[config.mk]
export PLATFORM = sky130hd
export DESIGN_NAME = pwm_channel_duty_manager_unit
export DESIGN_NICKNAME = d
export VERILOG_FILES = /design/src/rtl/core/pwmdm_pkg.sv /design/src/rtl/core/pwm_channel_duty_manager_unit.sv
export SDC_FILE = /design/constraint.sdc
export NUM_CORES = 2
export LEC_CHECK = 0
export BUFFER_PORTS_ARGS = -buffer_cell sky130_fd_sc_hd__buf_2
export CAP_MARGIN = 20
export CORE_MARGIN = 8
export CORE_UTILIZATION = 60
export DETAILED_ROUTE_END_ITERATION = 16
export PLACE_DENSITY = 0.76
export SLEW_MARGIN = 20
export SYNTH_ARGS = -nofsm -noshare
export SYNTH_HDL_FRONTEND = slang
export SYNTH_SLANG_ARGS = --single-unit
[constraint.sdc]
create_clock -name clk -period 21.2 [get_ports clk]
set_input_delay 4.24 -clock clk [delete_from_list [all_inputs] [get_ports clk]]
set_output_delay 4.24 -clock clk [all_outputs]
set_load 0.005 [all_outputs]
[src/rtl/core/pwmdm_pkg.sv]
// Shared types and constants for the PWM channel duty manager.
`default_nettype none

package pwmdm_pkg;

	localparam int CHAN_W   = 5;
	localparam int DUTY_W   = 16;
	localparam int PERIOD_W = 16;
	localparam int CMD_W    = 3;
	localparam int DIR_W    = 2;

	localparam logic [PERIOD_W-1:0] PERIOD_RESET = 16'd3000;

	typedef enum logic [CMD_W-1:0] {
		CMD_INIT   = 3'd0,
		CMD_DEINIT = 3'd1,
		CMD_ON     = 3'd2,
		CMD_ON_SET = 3'd3,
		CMD_OFF    = 3'd4,
		CMD_SET    = 3'd5,
		CMD_STEP   = 3'd6,
		CMD_READ   = 3'd7
	} cmd_t;

	typedef enum logic [1:0] {
		ST_OK       = 2'd0,
		ST_INVALID  = 2'd1,
		ST_NOT_INIT = 2'd2,
		ST_NOT_ON   = 2'd3
	} status_t;

	typedef enum logic [1:0] {
		ACT_NONE    = 2'd0,
		ACT_CONFIG  = 2'd1,
		ACT_COMPARE = 2'd2,
		ACT_STOP    = 2'd3
	} action_t;

	typedef enum logic [DIR_W-1:0] {
		DIR_UP   = 2'd0,
		DIR_DOWN = 2'd1
	} dir_t;

	// Result fields that do not depend on the compare arithmetic
	typedef struct packed {
		status_t           status;
		action_t           action;
		logic [1:0]        timer_index;
		logic [2:0]        compare_slot;
		logic              inverse_mode;
		logic              on_status;
		logic [DUTY_W-1:0] stored_duty;
		logic              initialized;
	} res_t;

endpackage

`default_nettype wire

[src/rtl/core/pwm_channel_duty_manager_unit.sv]
// Top level of the PWM channel duty manager: channel table and compare pipeline.
`default_nettype none

// One command request is taken per clock cycle while the output is not stalled, and
// its result leaves through the output register. The channel table is read,
// updated and written in the cycle after the input register, so consecutive
// requests to the same channel see each other's effects. The compare value
// period_ticks * duty / MAX_DUTY is formed over four further stages: a 16x16
// product, a reciprocal multiply, a back-multiply and a single correction step.
// Each stage advances when the next one is empty or moving, so bubbles close up
// and the input keeps accepting while a finished result waits at the output,
// until all six registers hold a request.
// The period register may be written only while no request is in flight.
module pwm_channel_duty_manager_unit
	import pwmdm_pkg::*;
#(
	parameter int CHANNELS = 16,
	parameter int MAX_DUTY = 1000,
	parameter int MIN_DUTY = 0
) (
	input  wire logic        clk,
	input  wire logic        arst_n,
	// configuration: period_ticks
	input  wire logic        cfg_wr_en,
	input  wire logic [15:0] cfg_wr_data,
	// command requests
	input  wire logic        s_axis_tvalid,
	output logic             s_axis_tready,
	// [4:0] channel, [20:5] duty_value, [21] inverse_request, [23:22] step_direction
	input  wire logic [23:0] s_axis_tdata,
	// [2:0] command
	input  wire logic [2:0]  s_axis_tuser,
	// results
	output logic             m_axis_tvalid,
	input  wire logic        m_axis_tready,
	// [1:0] status, [3:2] action, [5:4] timer_index, [8:6] compare_slot,
	// [24:9] compare_value, [25] inverse_mode, [26] on_status,
	// [42:27] stored duty, [43] initialized, [47:44] zero
	output logic [47:0]      m_axis_tdata
);

	localparam int CH_W = (CHANNELS > 1) ? $clog2(CHANNELS) : 1;
	localparam logic [DUTY_W-1:0] MAX_D = DUTY_W'(MAX_DUTY);
	localparam logic [DUTY_W-1:0] MIN_D = DUTY_W'(MIN_DUTY);
	localparam logic [CHAN_W:0]   CH_LIMIT = (CHAN_W+1)'(CHANNELS);
	// floor(2^32 / MAX_DUTY), held to 32 bits; leaves the quotient at most one low
	localparam logic [63:0] RECIP_FULL = 64'h1_0000_0000 / MAX_DUTY;
	localparam logic [31:0] RECIP = (RECIP_FULL > 64'h0000_0000_FFFF_FFFF) ?
		32'hFFFF_FFFF : RECIP_FULL[31:0];

	// period register
	logic [PERIOD_W-1:0] period_q;

	// channel table
	logic              init_q [CHANNELS];
	logic              on_q   [CHANNELS];
	logic              inv_q  [CHANNELS];
	logic [DUTY_W-1:0] duty_q [CHANNELS];

	// stage 1: input register
	logic              vld_s1;
	cmd_t              cmd_s1;
	logic [CHAN_W-1:0] chan_s1;
	logic [DUTY_W-1:0] dval_s1;
	logic              invr_s1;
	logic [DIR_W-1:0]  dir_s1;

	// stage 2: table result and selected duty
	logic              vld_s2;
	res_t              res_s2;
	logic [DUTY_W-1:0] dsel_s2;

	// stage 3: period * duty
	logic              vld_s3;
	res_t              res_s3;
	logic [31:0]       num_s3;

	// stage 4: estimated quotient
	logic              vld_s4;
	res_t              res_s4;
	logic [31:0]       num_s4;
	logic [15:0]       qest_s4;

	// stage 5: back-multiplied estimate
	logic              vld_s5;
	res_t              res_s5;
	logic [31:0]       num_s5;
	logic [15:0]       qest_s5;
	logic [31:0]       qmul_s5;

	// output register
	logic              out_vld_q;
	res_t              res_q;
	logic [15:0]       cmp_q;

	// stage enables
	logic en_out, en5, en4, en3, en2, en1;

	assign en_out = !out_vld_q || m_axis_tready;
	assign en5    = !vld_s5 || en_out;
	assign en4    = !vld_s4 || en5;
	assign en3    = !vld_s3 || en4;
	assign en2    = !vld_s2 || en3;
	assign en1    = !vld_s1 || en2;

	assign s_axis_tready = en1;

	// table lookup and next channel state
	logic              ch_ok;
	logic [CH_W-1:0]   idx;
	logic              cur_init, cur_on, cur_inv;
	logic [DUTY_W-1:0] cur_duty;
	logic              nxt_init, nxt_on, nxt_inv;
	logic [DUTY_W-1:0] nxt_duty;
	logic              tbl_wr;
	res_t              res_a;
	logic [DUTY_W-1:0] dsel_a;
	logic [DUTY_W:0]   up_sum;
	logic [DUTY_W:0]   down_lim;
	logic [DUTY_W-1:0] stepped_duty;

	assign ch_ok    = {1'b0, chan_s1} < CH_LIMIT;
	assign idx      = chan_s1[CH_W-1:0];
	assign cur_init = init_q[idx];
	assign cur_on   = on_q[idx];
	assign cur_inv  = inv_q[idx];
	assign cur_duty = duty_q[idx];

	// saturating step in both directions
	assign up_sum   = {1'b0, cur_duty} + {1'b0, dval_s1};
	assign down_lim = {1'b0, MIN_D} + {1'b0, dval_s1};

	always_comb begin
		if (dir_s1 == DIR_UP) begin
			stepped_duty = (up_sum > {1'b0, MAX_D}) ? MAX_D : up_sum[DUTY_W-1:0];
		end else begin
			stepped_duty = ({1'b0, cur_duty} < down_lim) ? MIN_D : (cur_duty - dval_s1);
		end
	end

	always_comb begin
		res_a    = '0;
		dsel_a   = '0;
		nxt_init = cur_init;
		nxt_on   = cur_on;
		nxt_inv  = cur_inv;
		nxt_duty = cur_duty;
		if (!ch_ok) begin
			res_a.status = ST_INVALID;
		end else begin
			case (cmd_s1)
				CMD_INIT: begin
					if (!cur_init) begin
						res_a.action = ACT_CONFIG;
						nxt_init     = 1'b1;
						nxt_on       = 1'b0;
						nxt_inv      = invr_s1;
						nxt_duty     = '0;
					end
				end
				CMD_DEINIT: begin
					if (cur_init) begin
						res_a.action = ACT_STOP;
						nxt_init     = 1'b0;
						nxt_on       = 1'b0;
						nxt_inv      = 1'b0;
						nxt_duty     = '0;
					end
				end
				CMD_ON: begin
					if (!cur_init) begin
						res_a.status = ST_NOT_INIT;
					end else begin
						res_a.action = ACT_COMPARE;
						dsel_a       = (cur_duty > MAX_D) ? MAX_D : cur_duty;
						nxt_on       = 1'b1;
					end
				end
				CMD_ON_SET: begin
					if (dval_s1 > MAX_D) begin
						res_a.status = ST_INVALID;
					end else if (!cur_init) begin
						res_a.status = ST_NOT_INIT;
					end else begin
						res_a.action = ACT_COMPARE;
						dsel_a       = dval_s1;
						nxt_duty     = dval_s1;
						nxt_on       = 1'b1;
					end
				end
				CMD_OFF: begin
					if (!cur_init) begin
						res_a.status = ST_NOT_INIT;
					end else begin
						res_a.action = ACT_COMPARE;
						nxt_on       = 1'b0;
					end
				end
				CMD_SET: begin
					if (dval_s1 > MAX_D) begin
						res_a.status = ST_INVALID;
					end else if (!cur_init) begin
						res_a.status = ST_NOT_INIT;
					end else if (!cur_on) begin
						res_a.status = ST_NOT_ON;
					end else begin
						res_a.action = ACT_COMPARE;
						dsel_a       = dval_s1;
						nxt_duty     = dval_s1;
					end
				end
				CMD_STEP: begin
					if (dir_s1 != DIR_UP && dir_s1 != DIR_DOWN) begin
						res_a.status = ST_INVALID;
					end else if (!cur_init) begin
						res_a.status = ST_NOT_INIT;
					end else if (!cur_on) begin
						res_a.status = ST_NOT_ON;
					end else begin
						res_a.action = ACT_COMPARE;
						nxt_duty     = stepped_duty;
						dsel_a       = (stepped_duty > MAX_D) ? MAX_D : stepped_duty;
					end
				end
				CMD_READ: begin
					if (!cur_init) begin
						res_a.status = ST_NOT_INIT;
					end
				end
				default: begin
					res_a.status = ST_OK;
				end
			endcase
			if (res_a.action != ACT_NONE) begin
				res_a.timer_index  = chan_s1[3:2];
				res_a.compare_slot = {1'b0, chan_s1[1:0]} + 3'd1;
			end
			res_a.inverse_mode = nxt_inv;
			res_a.on_status    = nxt_on;
			res_a.stored_duty  = nxt_duty;
			res_a.initialized  = nxt_init;
		end
	end

	assign tbl_wr = vld_s1 && en2 && ch_ok;

	// period register
	always_ff @(posedge clk or negedge arst_n) begin
		if (!arst_n) begin
			period_q <= PERIOD_RESET;
		end else if (cfg_wr_en) begin
			period_q <= cfg_wr_data;
		end
	end

	// write back the channel table
	always_ff @(posedge clk or negedge arst_n) begin
		if (!arst_n) begin
			for (int i = 0; i < CHANNELS; i++) begin
				init_q[i] <= 1'b0;
				on_q[i]   <= 1'b0;
				inv_q[i]  <= 1'b0;
				duty_q[i] <= '0;
			end
		end else if (tbl_wr) begin
			init_q[idx] <= nxt_init;
			on_q[idx]   <= nxt_on;
			inv_q[idx]  <= nxt_inv;
			duty_q[idx] <= nxt_duty;
		end
	end

	// valid chain
	always_ff @(posedge clk or negedge arst_n) begin
		if (!arst_n) begin
			vld_s1    <= 1'b0;
			vld_s2    <= 1'b0;
			vld_s3    <= 1'b0;
			vld_s4    <= 1'b0;
			vld_s5    <= 1'b0;
			out_vld_q <= 1'b0;
		end else begin
			if (en1)    vld_s1    <= s_axis_tvalid;
			if (en2)    vld_s2    <= vld_s1;
			if (en3)    vld_s3    <= vld_s2;
			if (en4)    vld_s4    <= vld_s3;
			if (en5)    vld_s5    <= vld_s4;
			if (en_out) out_vld_q <= vld_s5;
		end
	end

	// capture the request
	always_ff @(posedge clk) begin
		if (en1) begin
			cmd_s1  <= cmd_t'(s_axis_tuser);
			chan_s1 <= s_axis_tdata[4:0];
			dval_s1 <= s_axis_tdata[20:5];
			invr_s1 <= s_axis_tdata[21];
			dir_s1  <= s_axis_tdata[23:22];
		end
	end

	// advance the compare pipeline
	always_ff @(posedge clk) begin
		if (en2) begin
			res_s2  <= res_a;
			dsel_s2 <= dsel_a;
		end
		if (en3) begin
			res_s3 <= res_s2;
			num_s3 <= 32'(period_q) * 32'(dsel_s2);
		end
		if (en4) begin
			res_s4  <= res_s3;
			num_s4  <= num_s3;
			qest_s4 <= 16'((64'(num_s3) * 64'(RECIP)) >> 32);
		end
		if (en5) begin
			res_s5  <= res_s4;
			num_s5  <= num_s4;
			qest_s5 <= qest_s4;
			qmul_s5 <= 32'(qest_s4) * 32'(MAX_D);
		end
	end

	// correct the estimate by one where the remainder reaches the divisor
	logic [31:0] rem_s5;
	logic [16:0] qfix_s5;

	assign rem_s5  = num_s5 - qmul_s5;
	assign qfix_s5 = {1'b0, qest_s5} + 17'((rem_s5 >= 32'(MAX_D)) ? 1 : 0);

	// hold the result until taken
	always_ff @(posedge clk) begin
		if (en_out) begin
			res_q <= res_s5;
			cmp_q <= qfix_s5[15:0];
		end
	end

	assign m_axis_tvalid = out_vld_q;
	assign m_axis_tdata  = {
		4'b0000,
		res_q.initialized,
		res_q.stored_duty,
		res_q.on_status,
		res_q.inverse_mode,
		cmp_q,
		res_q.compare_slot,
		res_q.timer_index,
		res_q.action,
		res_q.status
	};

endmodule

`default_nettype wire
==> results.sh <==
export IMPL_synthFlopType="edfxtp_1"
export IMPL_outcome="finished clean"
export IMPL_synthTopCellsByArea="edfxtp_1 (20%), fa_1 (18%), dfrtp_1 (16%)"
export IMPL_end_kind="primary output"
export IMPL_synth_area_per_cell_um2=10.94
export IMPL_place_gp_congestion=0.9157
export IMPL_drv_cap=0
export IMPL_cp_cell_sequence="buf_2 > nor2b_1 > and3_1 > nand4_1 > buf_4 > buf_2"
export IMPL_grt_max_degree=112
export IMPL_drive_above_1_share=0.08789
export IMPL_synth_cells=4624
export IMPL_crit_slowest_cell="and3_1"
export IMPL_min_delay_path_depth=0
export IMPL_grt_total_usage=0.2428
export IMPL_ys_ff_latch=668
export IMPL_setup_tns_ps=0
export IMPL_timing_rr_start="num_s3[21]"
export IMPL_cts_tree="yes"
export IMPL_critPathMaxFanout=29
export IMPL_htree_levels=3
export IMPL_cts_repair_resized=0
export IMPL_synth_compound_area_frac=0.08722
export IMPL_max_clock_path_buffers=3
export IMPL_core_um2=83560
export IMPL_period_share=0.4651
export IMPL_synthSimpleGateAreaFrac=0.09605
export IMPL_wl_um=111700
export IMPL_grt_pass1_wl_um=184000
export IMPL_dr_pass1_iters=6
export IMPL_fmax_mhz=101.4
export IMPL_critical_path_class="in -> out"
export IMPL_synth_common_cells="inv_1 (822), ha_1 (510), nand2_1 (469), fa_1 (465), edfxtp_1 (342)"
export IMPL_synthArstFlopShare=0.4880
export IMPL_synth_edff_count=342
export IMPL_worst_slew_pin_slew_ps=1061
export IMPL_reg2reg_setup_slack_ps=13670
export IMPL_fin_nets=5698
export IMPL_r2r_cells=22
export IMPL_clock_sinks=668
export IMPL_seq_area_frac_synth=0.3645
export IMPL_relSlewSlack=0.2900
export IMPL_die_w_um=306.4
export IMPL_rsz0062_at_grt="no"
export IMPL_antenna_found_initial=7
export IMPL_slew_violations=0
export IMPL_drtAntennaViolNets=0
export IMPL_hold_class="reg -> reg"
export IMPL_synth_top_area_cell="edfxtp_1"
export IMPL_critPathLaunchType="input port"
export IMPL_start_util=0.6054
export IMPL_yosysWarnings=0
export IMPL_portBuffers=93
export IMPL_skew_ps=41.66
export IMPL_yosysMostFrequentCell="inv_1"
export IMPL_path_clk_slew_ps=60
export IMPL_min_from="num_s4[28]"
export IMPL_wl_per_cell_um=19.20
export IMPL_viasPerCell=5.780
export IMPL_finalHoldViolCount=0
export IMPL_hold_slack_ps=399.9
export IMPL_cpMostUsedCell="buf_2"
export IMPL_grt_pass1_vias=35070
export IMPL_min_to="num_s5[28]"
export IMPL_area_growth_pct=7.913
export IMPL_rows=106
export IMPL_synth_top_cell_area_share=0.2030
export IMPL_cts_setup_buffers=0
export IMPL_yosysUniqueCellTypes=87
export IMPL_layout_min_cycle_time_ps=9861
export IMPL_grt_overflow=0
export IMPL_cp_arrival_ps=5620
export IMPL_synth_fa_ha_area_frac=0.3102
export IMPL_vias=33620
export IMPL_design_die_area_um2=93850
export IMPL_required_ps=16960
export IMPL_cts_root_buffer="clkbuf_16"
export IMPL_cts_buffers=71
export IMPL_drc=0
export IMPL_dp_hpwl_um=81340
export IMPL_setup_viol_count_final=0
export IMPL_clkLatencyLatePin_ps=630
export IMPL_drt_initial_drc_count=2813
export IMPL_critical_path_max_stage_delay_ps=340
export IMPL_synth_xor_area_share=0.01801
export IMPL_synth_area_mux_share=0.04940
export IMPL_postCtsHoldBufs=0
export IMPL_synth_area_um2=50580
export IMPL_die_y_um=306.4
export IMPL_synth_top_family_by_area="adder cells"
export IMPL_timing_rr_end="qest_s4[15]"
export IMPL_ios=98
-- through the flow --
stage,utilization,instance area (µm²),worst slack [ps],instances
2_1_floorplan,-,50620,11460,4633
3_3_place_gp,0.6229,52050,11420,5681
3_5_place_dp,0.6230,52050,11340,5681
4_1_cts,0.6530,54560,11330,5812
5_1_grt,0.6532,54580,11250,5813
6_report,0.6533,54590,11340,5817
-- worst max path at each step --
stage               cells past startpoint  slack (ps)          start             to
global placement                        6       11420  m_axis_tready  s_axis_tready
finish                                  6       11340  m_axis_tready  s_axis_tready
detailed placement                      6       11340  m_axis_tready  s_axis_tready
floorplan                               3       11460  m_axis_tready  s_axis_tready
global route                            6       11250  m_axis_tready  s_axis_tready
CTS                                     6       11330  m_axis_tready  s_axis_tready
-- routing by layer --
| metal | GRT usage | wire (µm) | vias up |
|---|---|---|---|
| met4 | 0.06040 | 2455 | 0 |
| met2 | 0.3967 | 52770 | 1107 |
| met5 | 0 | 0 | - |
| met3 | 0.04239 | 8032 | 193 |
| li1 | - | - | 15480 |
| met1 | 0.3398 | 48460 | 16850 |
-- layout make-up --
type | instances | area, µm²
fill | 6298 | 28970
multi-input combinational | 2982 | 28440
sequential | 668 | 18440
inverter | 823 | 3089
clock buffer | 90 | 1969
tap | 1080 | 1351
timing repair buffer | 129 | 749.5
clock inverter | 41 | 540.5
antenna | 4 | 10.01
-- cells in the final DEF, fill, tap and decap left out, types with 35 or more instances in the layout --
master     count
dfrtp_1      319
nand2_1      467
nor2_1       215
inv_1        820
a21oi_1      172
buf_4         35
nor3_1        40
clkbuf_16     72
a31oi_1       61
mux4_2        95
ha_1         510
edfxtp_1     342
buf_2         92
fa_1         465
o21ai_0      237
and2_1       116
nand3_1       48
xnor2_1       85
-- critical path: cells and delay by family --
family        cells  cell delay (ps)
buf+inv           3              570
simple gates      3              790
-- logic make-up (layout without fill, tap and decap cells) --
group	count (synthesis)	in the layout
and+or+nand+nor	1059	1059
buffers and inverters	983	1083
adders and majority gates	975	975
AOI/OAI and AO/OA	706	706
DFF	668	668
muxes	128	128
xor gates and xnor gates	104	104
other	1	14
-- state kept, by name, summed over array words and instances, names as in the netlist, 21 cells and up --
name and cells:
m_axis_tdata 28, res_s5 28, qmul_s5 21, res_s4 28
num_s4 29, res_s3 28, res_s2 28, duty_q 256
num_s3 32, num_s5 29
Power is not shown: default switching activity piles up to over one toggle a cycle in this logic, so the estimate is an artifact.
